[config.mk]
export PLATFORM = sky130hd
export DESIGN_NAME = motor_command_framer_crc32_core
export DESIGN_NICKNAME = d
export VERILOG_FILES = /design/src/sv/mcf_pkg.sv /design/src/sv/mcf_input_stage.sv /design/src/sv/mcf_serializer.sv /design/src/sv/motor_command_framer_crc32_core.sv
export SDC_FILE = /design/constraint.sdc
export NUM_CORES = 1
export LEC_CHECK = 0
export ABC_CLOCK_PERIOD_IN_PS = 10330
export BUFFER_PORTS_ARGS = -buffer_cell sky130_fd_sc_hd__buf_2
export CORE_ASPECT_RATIO = 1.25
export CORE_MARGIN = 3
export CORE_UTILIZATION = 30
export CTS_BUF_LIST = sky130_fd_sc_hd__clkbuf_4 sky130_fd_sc_hd__clkbuf_8 sky130_fd_sc_hd__clkbuf_16
export DETAILED_ROUTE_END_ITERATION = 8
export GPL_ROUTABILITY_DRIVEN = 0
export SKIP_CTS_REPAIR_TIMING = 1
export SYNTH_ARGS = -nofsm -noshare
export SYNTH_HDL_FRONTEND = slang
export SYNTH_SLANG_ARGS = --single-unit
[constraint.sdc]
create_clock -name clock -period 10.33 [get_ports clock]
set_input_delay 0.5165 -clock clock [delete_from_list [all_inputs] [get_ports clock]]
set_output_delay 0.5165 -clock clock [all_outputs]
set_load 0.05 [all_outputs]
[src/sv/mcf_pkg.sv]
// ----------------------------------------------------------------------------
// mcf_pkg
// Shared types, constants and byte/CRC functions for the motor command framer.
// ----------------------------------------------------------------------------
`timescale 1ns / 1ps
`default_nettype none

package mcf_pkg;

   localparam int FrameLen     = 30;
   localparam int CrcBytes     = 24;
   localparam int CountWidth   = $clog2(FrameLen);

   localparam logic [CountWidth-1:0] LastIndex = CountWidth'(FrameLen - 1);
   localparam logic [CountWidth-1:0] CrcLimit  = CountWidth'(CrcBytes);

   localparam logic [31:0] FrameMagic = 32'hDEADBEEF;
   localparam logic [31:0] CrcPoly    = 32'h04C11DB7;
   localparam logic [31:0] CrcInit    = 32'hFFFFFFFF;

   typedef struct packed {
      logic [15:0] node_id;
      logic [31:0] position_bits;
      logic [31:0] velocity_bits;
      logic [31:0] stiffness_bits;
      logic [31:0] damping_bits;
      logic [31:0] torque_bits;
   } mcf_req_type;

   typedef struct packed {
      logic [7:0] frame_byte;
      logic       frame_end;
   } mcf_rsp_type;

   typedef struct packed {
      logic        valid;
      mcf_req_type cmd;
   } mcf_handoff_type;

   // Frame byte at wire offset idx; offsets 26 to 29 take the CRC, offsets past 29 give zero.
   function automatic logic [7:0] frame_byte_at(mcf_req_type cmd, logic [31:0] crc,
                                                logic [CountWidth-1:0] idx);
      logic [7:0] b;
      case (idx)
         5'd0:    b = FrameMagic[7:0];
         5'd1:    b = FrameMagic[15:8];
         5'd2:    b = FrameMagic[23:16];
         5'd3:    b = FrameMagic[31:24];
         5'd4:    b = cmd.node_id[7:0];
         5'd5:    b = cmd.node_id[15:8];
         5'd6:    b = cmd.position_bits[7:0];
         5'd7:    b = cmd.position_bits[15:8];
         5'd8:    b = cmd.position_bits[23:16];
         5'd9:    b = cmd.position_bits[31:24];
         5'd10:   b = cmd.velocity_bits[7:0];
         5'd11:   b = cmd.velocity_bits[15:8];
         5'd12:   b = cmd.velocity_bits[23:16];
         5'd13:   b = cmd.velocity_bits[31:24];
         5'd14:   b = cmd.stiffness_bits[7:0];
         5'd15:   b = cmd.stiffness_bits[15:8];
         5'd16:   b = cmd.stiffness_bits[23:16];
         5'd17:   b = cmd.stiffness_bits[31:24];
         5'd18:   b = cmd.damping_bits[7:0];
         5'd19:   b = cmd.damping_bits[15:8];
         5'd20:   b = cmd.damping_bits[23:16];
         5'd21:   b = cmd.damping_bits[31:24];
         5'd22:   b = cmd.torque_bits[7:0];
         5'd23:   b = cmd.torque_bits[15:8];
         5'd24:   b = cmd.torque_bits[23:16];
         5'd25:   b = cmd.torque_bits[31:24];
         5'd26:   b = crc[7:0];
         5'd27:   b = crc[15:8];
         5'd28:   b = crc[23:16];
         5'd29:   b = crc[31:24];
         default: b = 8'h00;
      endcase
      return b;
   endfunction

   // Advance the CRC by eight bits, most significant bit first.
   function automatic logic [31:0] crc_byte(logic [31:0] crc, logic [7:0] data);
      logic [31:0] c;
      logic        fb;
      c = crc;
      for (int i = 7; i >= 0; i--) begin
         fb = c[31] ^ data[i];
         c  = {c[30:0], 1'b0} ^ (fb ? CrcPoly : 32'h0);
      end
      return c;
   endfunction

endpackage

`default_nettype wire

[src/sv/mcf_input_stage.sv]
// ----------------------------------------------------------------------------
// mcf_input_stage
// Command holding register; takes a new command while empty, or as soon as
// the serializer takes the held one.
// ----------------------------------------------------------------------------
`timescale 1ns / 1ps
`default_nettype none

module mcf_input_stage
   import mcf_pkg::*;
(
   input  wire logic            clock,
   input  wire logic            reset,
   input  wire logic            req_valid,
   output      logic            req_stall,
   input  wire mcf_req_type     req_data,
   input  wire logic            take,
   output      mcf_handoff_type handoff
);

   logic        hold_valid_ff;
   logic        hold_valid_in;
   mcf_req_type cmd_ff;
   logic        accept;

   assign req_stall = hold_valid_ff && !take;
   assign accept    = req_valid && !req_stall;

   always_comb begin
      hold_valid_in = hold_valid_ff;
      if (accept) begin
         hold_valid_in = 1'b1;
      end else if (take) begin
         hold_valid_in = 1'b0;
      end
   end

   always_ff @(posedge clock) begin
      if (reset) begin
         hold_valid_ff <= 1'b0;
      end else begin
         hold_valid_ff <= hold_valid_in;
      end
   end

   always_ff @(posedge clock) begin
      if (accept) begin
         cmd_ff <= req_data;
      end
   end

   assign handoff.valid = hold_valid_ff;
   assign handoff.cmd   = cmd_ff;

endmodule

`default_nettype wire

[src/sv/mcf_serializer.sv]
// ----------------------------------------------------------------------------
// mcf_serializer
// Byte sequencer with running CRC and result register; one frame byte per
// transfer.
// ----------------------------------------------------------------------------
`timescale 1ns / 1ps
`default_nettype none

module mcf_serializer
   import mcf_pkg::*;
(
   input  wire logic            clock,
   input  wire logic            reset,
   input  wire mcf_handoff_type handoff,
   output      logic            take,
   output      logic            rsp_valid,
   input  wire logic            rsp_stall,
   output      mcf_rsp_type     rsp_data
);

   logic                  busy_ff,      busy_in;
   logic [CountWidth-1:0] cnt_ff,       cnt_in;
   logic [31:0]           crc_ff,       crc_in;
   mcf_req_type           cmd_ff,       cmd_in;
   logic                  rsp_valid_ff, rsp_valid_in;
   mcf_rsp_type           rsp_ff,       rsp_in;

   logic                  advance;
   logic                  step;
   logic                  last;
   logic [CountWidth-1:0] crc_idx;
   logic [7:0]            crc_data;

   assign advance  = !rsp_valid_ff || !rsp_stall;
   assign step     = busy_ff && advance;
   assign last     = step && (cnt_ff == LastIndex);
   assign take     = handoff.valid && (!busy_ff || last);
   // Each aligned group of four bytes goes into the CRC most significant byte first.
   assign crc_idx  = {cnt_ff[CountWidth-1:2], ~cnt_ff[1:0]};
   assign crc_data = frame_byte_at(cmd_ff, crc_ff, crc_idx);

   always_comb begin
      busy_in      = busy_ff;
      cnt_in       = cnt_ff;
      crc_in       = crc_ff;
      cmd_in       = cmd_ff;
      rsp_valid_in = rsp_valid_ff;
      rsp_in       = rsp_ff;
      if (step) begin
         rsp_valid_in        = 1'b1;
         rsp_in.frame_byte   = frame_byte_at(cmd_ff, crc_ff, cnt_ff);
         rsp_in.frame_end    = (cnt_ff == LastIndex);
         cnt_in              = cnt_ff + 1'b1;
         if (cnt_ff < CrcLimit) begin
            crc_in = crc_byte(crc_ff, crc_data);
         end
         if (last) begin
            busy_in = 1'b0;
         end
      end else if (advance) begin
         rsp_valid_in = 1'b0;
      end
      if (take) begin
         busy_in = 1'b1;
         cnt_in  = '0;
         crc_in  = CrcInit;
         cmd_in  = handoff.cmd;
      end
   end

   always_ff @(posedge clock) begin
      if (reset) begin
         busy_ff      <= 1'b0;
         rsp_valid_ff <= 1'b0;
         cnt_ff       <= '0;
      end else begin
         busy_ff      <= busy_in;
         rsp_valid_ff <= rsp_valid_in;
         cnt_ff       <= cnt_in;
      end
      crc_ff <= crc_in;
      cmd_ff <= cmd_in;
      rsp_ff <= rsp_in;
   end

   assign rsp_valid = rsp_valid_ff;
   assign rsp_data  = rsp_ff;

endmodule

`default_nettype wire

[src/sv/motor_command_framer_crc32_core.sv]
// A command passes the holding register and the sequencer before its first frame byte is on rsp.
// One frame byte per cycle while rsp_stall is low; the byte
// sequencer sets the rate and takes the next command on its last byte.
// A one-deep holding register takes a command while a frame is streaming.
// Reset (synchronous, active high) empties the holding register, the
// sequencer and the result register.
// ----------------------------------------------------------------------------
// motor_command_framer_crc32_core
// Packs a motor command into a 30-byte frame with header and CRC-32.
// ----------------------------------------------------------------------------
`timescale 1ns / 1ps
`default_nettype none

module motor_command_framer_crc32_core
   import mcf_pkg::*;
(
   input  wire logic        clock,
   input  wire logic        reset,
   input  wire logic        req_valid,
   output      logic        req_stall,
   input  wire mcf_req_type req_data,
   output      logic        rsp_valid,
   input  wire logic        rsp_stall,
   output      mcf_rsp_type rsp_data
);

   mcf_handoff_type handoff;
   logic            take;

   mcf_input_stage u_input_stage (
      .clock     (clock),
      .reset     (reset),
      .req_valid (req_valid),
      .req_stall (req_stall),
      .req_data  (req_data),
      .take      (take),
      .handoff   (handoff)
   );

   mcf_serializer u_serializer (
      .clock     (clock),
      .reset     (reset),
      .handoff   (handoff),
      .take      (take),
      .rsp_valid (rsp_valid),
      .rsp_stall (rsp_stall),
      .rsp_data  (rsp_data)
   );

endmodule

`default_nettype wire

==> results.ini <==
[run_status]
outcome=finished with violations
violations=max-capacitance violations

[global_routing]
antenna_found_initial=0
grt_pass1_vias=10749
grt_first_pass_wirelength_um=70800
grt_overflow_total=0
grt_use_total_pct=16.5
grt_max_degree=129

[synthesis]
syn_inst=1028
syn_avg_cell_area_sq_um=16.0
synth-seq-cells=401
syn_area_sq_um=16500
synth.area.top_cells=edfxtp_1 66%, dfxtp_1 4.9%, a22oi_1 3.8%
yosysUniqueCellTypes=77
synth.top_cells.by_count=361 x edfxtp_1, 83 x a22oi_1, 44 x nand2_1
syn-num-nets=1214
synth-edff-count=361
yosysTopAreaCell=edfxtp_1
yosysWarnings=0
synth_most_common_cell=edfxtp_1
ys.flop_type=edfxtp_1
synth.top_cell.area_share_pct=65.8
yosysSeqAreaShare_pct=70.7
synth_async_sr_flop_share_pct=0

[die]
coreArea_sq_um=54100
die_h_um=268
std_cell_rows=95
start_util_pct=30.5
ios=191
chipWidth_um=216
die_area_sq_um=57800

[power_and_ir_drop]
ir_drop_v=0.000150
leakagePower_nw=6.65
power.total_mw=4.37
p_per_area_nw_per_um2=225

[place]
placed_cell_area_sq_um=18100
post-place-ws_ns=6.06
port_buffers=190
place_hpwl_um=33900

[clocking]
clk_pin_slew_worst_paths_ns=0.07
clk_latency_ns=0.54
clockBufferDepth=3
cts_buffers=38
cts_tree=yes
root_buffer=clkbuf_16
ctsHtreeMaxLevel=2
cts_sinks=401

[timing]
fin_crit_sh_pct=43.4
rsz0062_at_grt=no
max_freq_mhz=223
maxSlewHeadroom_pct=0.874
fin_ws_ns=5.84
hold_ws_ns=0.148
maxSlewViolCount=0
hold_viol_final=0
fin_tns_setup_ns=0
clock_skew_ns=0.0283
tightestPinTransition_ns=1.48
setup-violations-final=0
post-route-min-period_ns=4.49

[worst_setup_path]
crit_top_cell=xnor2_2
critPathSlowestCell=nor4bb_4
cp_num_buf_inv=0
arrival_ns=4.97
worst-path-max-fanout=17
cpPeakStageDelay_ns=1.20
crit_chain=ha_1 > nor4bb_4 > a22oi_1 > o211ai_1 > nor4_2 > xnor2_2 > xor2_1 > xnor2_2 > xnor3_1 > o21ai_1
crit_path_start_kind=flop
cp-end-kind=flop
critPathTopFamily=XOR/XNOR gates
required_ns=10.81
worstSetupPathType=flop to flop

[drt]
firstDrtPassIters=8
wirelength_um=49600
via_count=10746
final_antenna_net_count=0
dr.first_iter.drc_count=1832
viasPerCell=5.49
drc_errors=0
routedWlPerCell_um=25.3

[layout]
syn2layout_area_growth_pct=17.8
antenna_cells=0
final_nets=1390
final_area_sq_um=19400
drive_gt1_share_pct=26.8

[min_path]
holdCritPathClass=input port to flop

[flow_run]
drv_cap=1

layout make-up:
class	count	area [sq um]
Tap cell	727	910
Fill cell	5087	34700
Clock buffer	50	1070
Timing Repair Buffer	206	1070
Multi-Input combinational cell	546	4450
Inverter	11	46.3
Sequential cell	401	11600
Clock inverter	17	211
cell usage in the layout, fill, tap and decap left out, drive strengths merged, types with 5 or more instances in the layout:
master	count
nand2	44
a22o	28
mux2i	6
nand3b	11
and4bb	8
edfxtp	361
a21oi	25
clkbuf	50
a211o	6
nor4bb	6
nor3	15
and4b	14
nand4	35
buf	206
dfxtp	40
nor4	6
ha	6
o21ai	22
xor2	12
nand3	7
or3	8
a32oi	11
a221oi	28
nor2	17
clkinv	6
mux2	12
a22oi	83
o211ai	18
nand2b	5
xnor3	8
inv	15
xnor2	41
a222oi	20
where the power goes:
part,switching (mW),internal [mW]
registers,0.147,1.93
clock network,0.597,0.839
logic,0.426,0.438
total,1.17,3.20
per-stage QoR:
stage               instances  util, %
finish                   1958     35.9
global route             1958     35.9
CTS                      1958     35.9
detailed placement       1891     33.5
global placement         1891     33.5
floorplan                1028        -
kinds of logic after synthesis:
logic type	count (synthesis)	share of synthesized area (%)
AO/OA/AOI/OAI	261	12.2
XOR/XNOR	62	4.92
adder cells (fa/ha/maj)	6	0.456
buffers and inverters	81	2.52
flip-flops	401	70.7
multiplexers	18	1.18
AND/OR/NAND/NOR	199	8.08
flip-flops by register name (all words and copies together), names as in the netlist:
signal	cells
u_input_stage.handoff	176
u_serializer.cnt_ff	5
u_serializer.crc_ff	32
u_serializer.cmd_ff	176
u_serializer.rsp_valid	1
u_input_stage.hold_valid_ff	1
u_serializer.rsp_data	9
u_serializer.busy_ff	1
routing by layer:
metal	GRT usage, %	up-vias	wire length [um]	part of all wire, %
met4	8.45	0	2860	5.8
met3	4.08	242	4860	9.8
met5	0	-	0	0
met2	27.9	862	24000	48
met1	19.7	5072	17900	36
li1	-	4570	-	-
final timing paths:
kind	startpoint	endpoint	slack [ns]	depth (start not counted)
worst min register to register	u_input_stage.handoff[145]	u_serializer.cmd_ff[145]	0.41	0
worst min-delay path	req_data[155]	u_input_stage.handoff[155]	0.15	1
worst max-delay path	u_serializer.cnt_ff[0]	u_serializer.crc_ff[5]	5.84	10
worst max register to register	u_serializer.cnt_ff[0]	u_serializer.crc_ff[5]	5.84	10
Note: power is estimated with default switching activity, not from simulation.
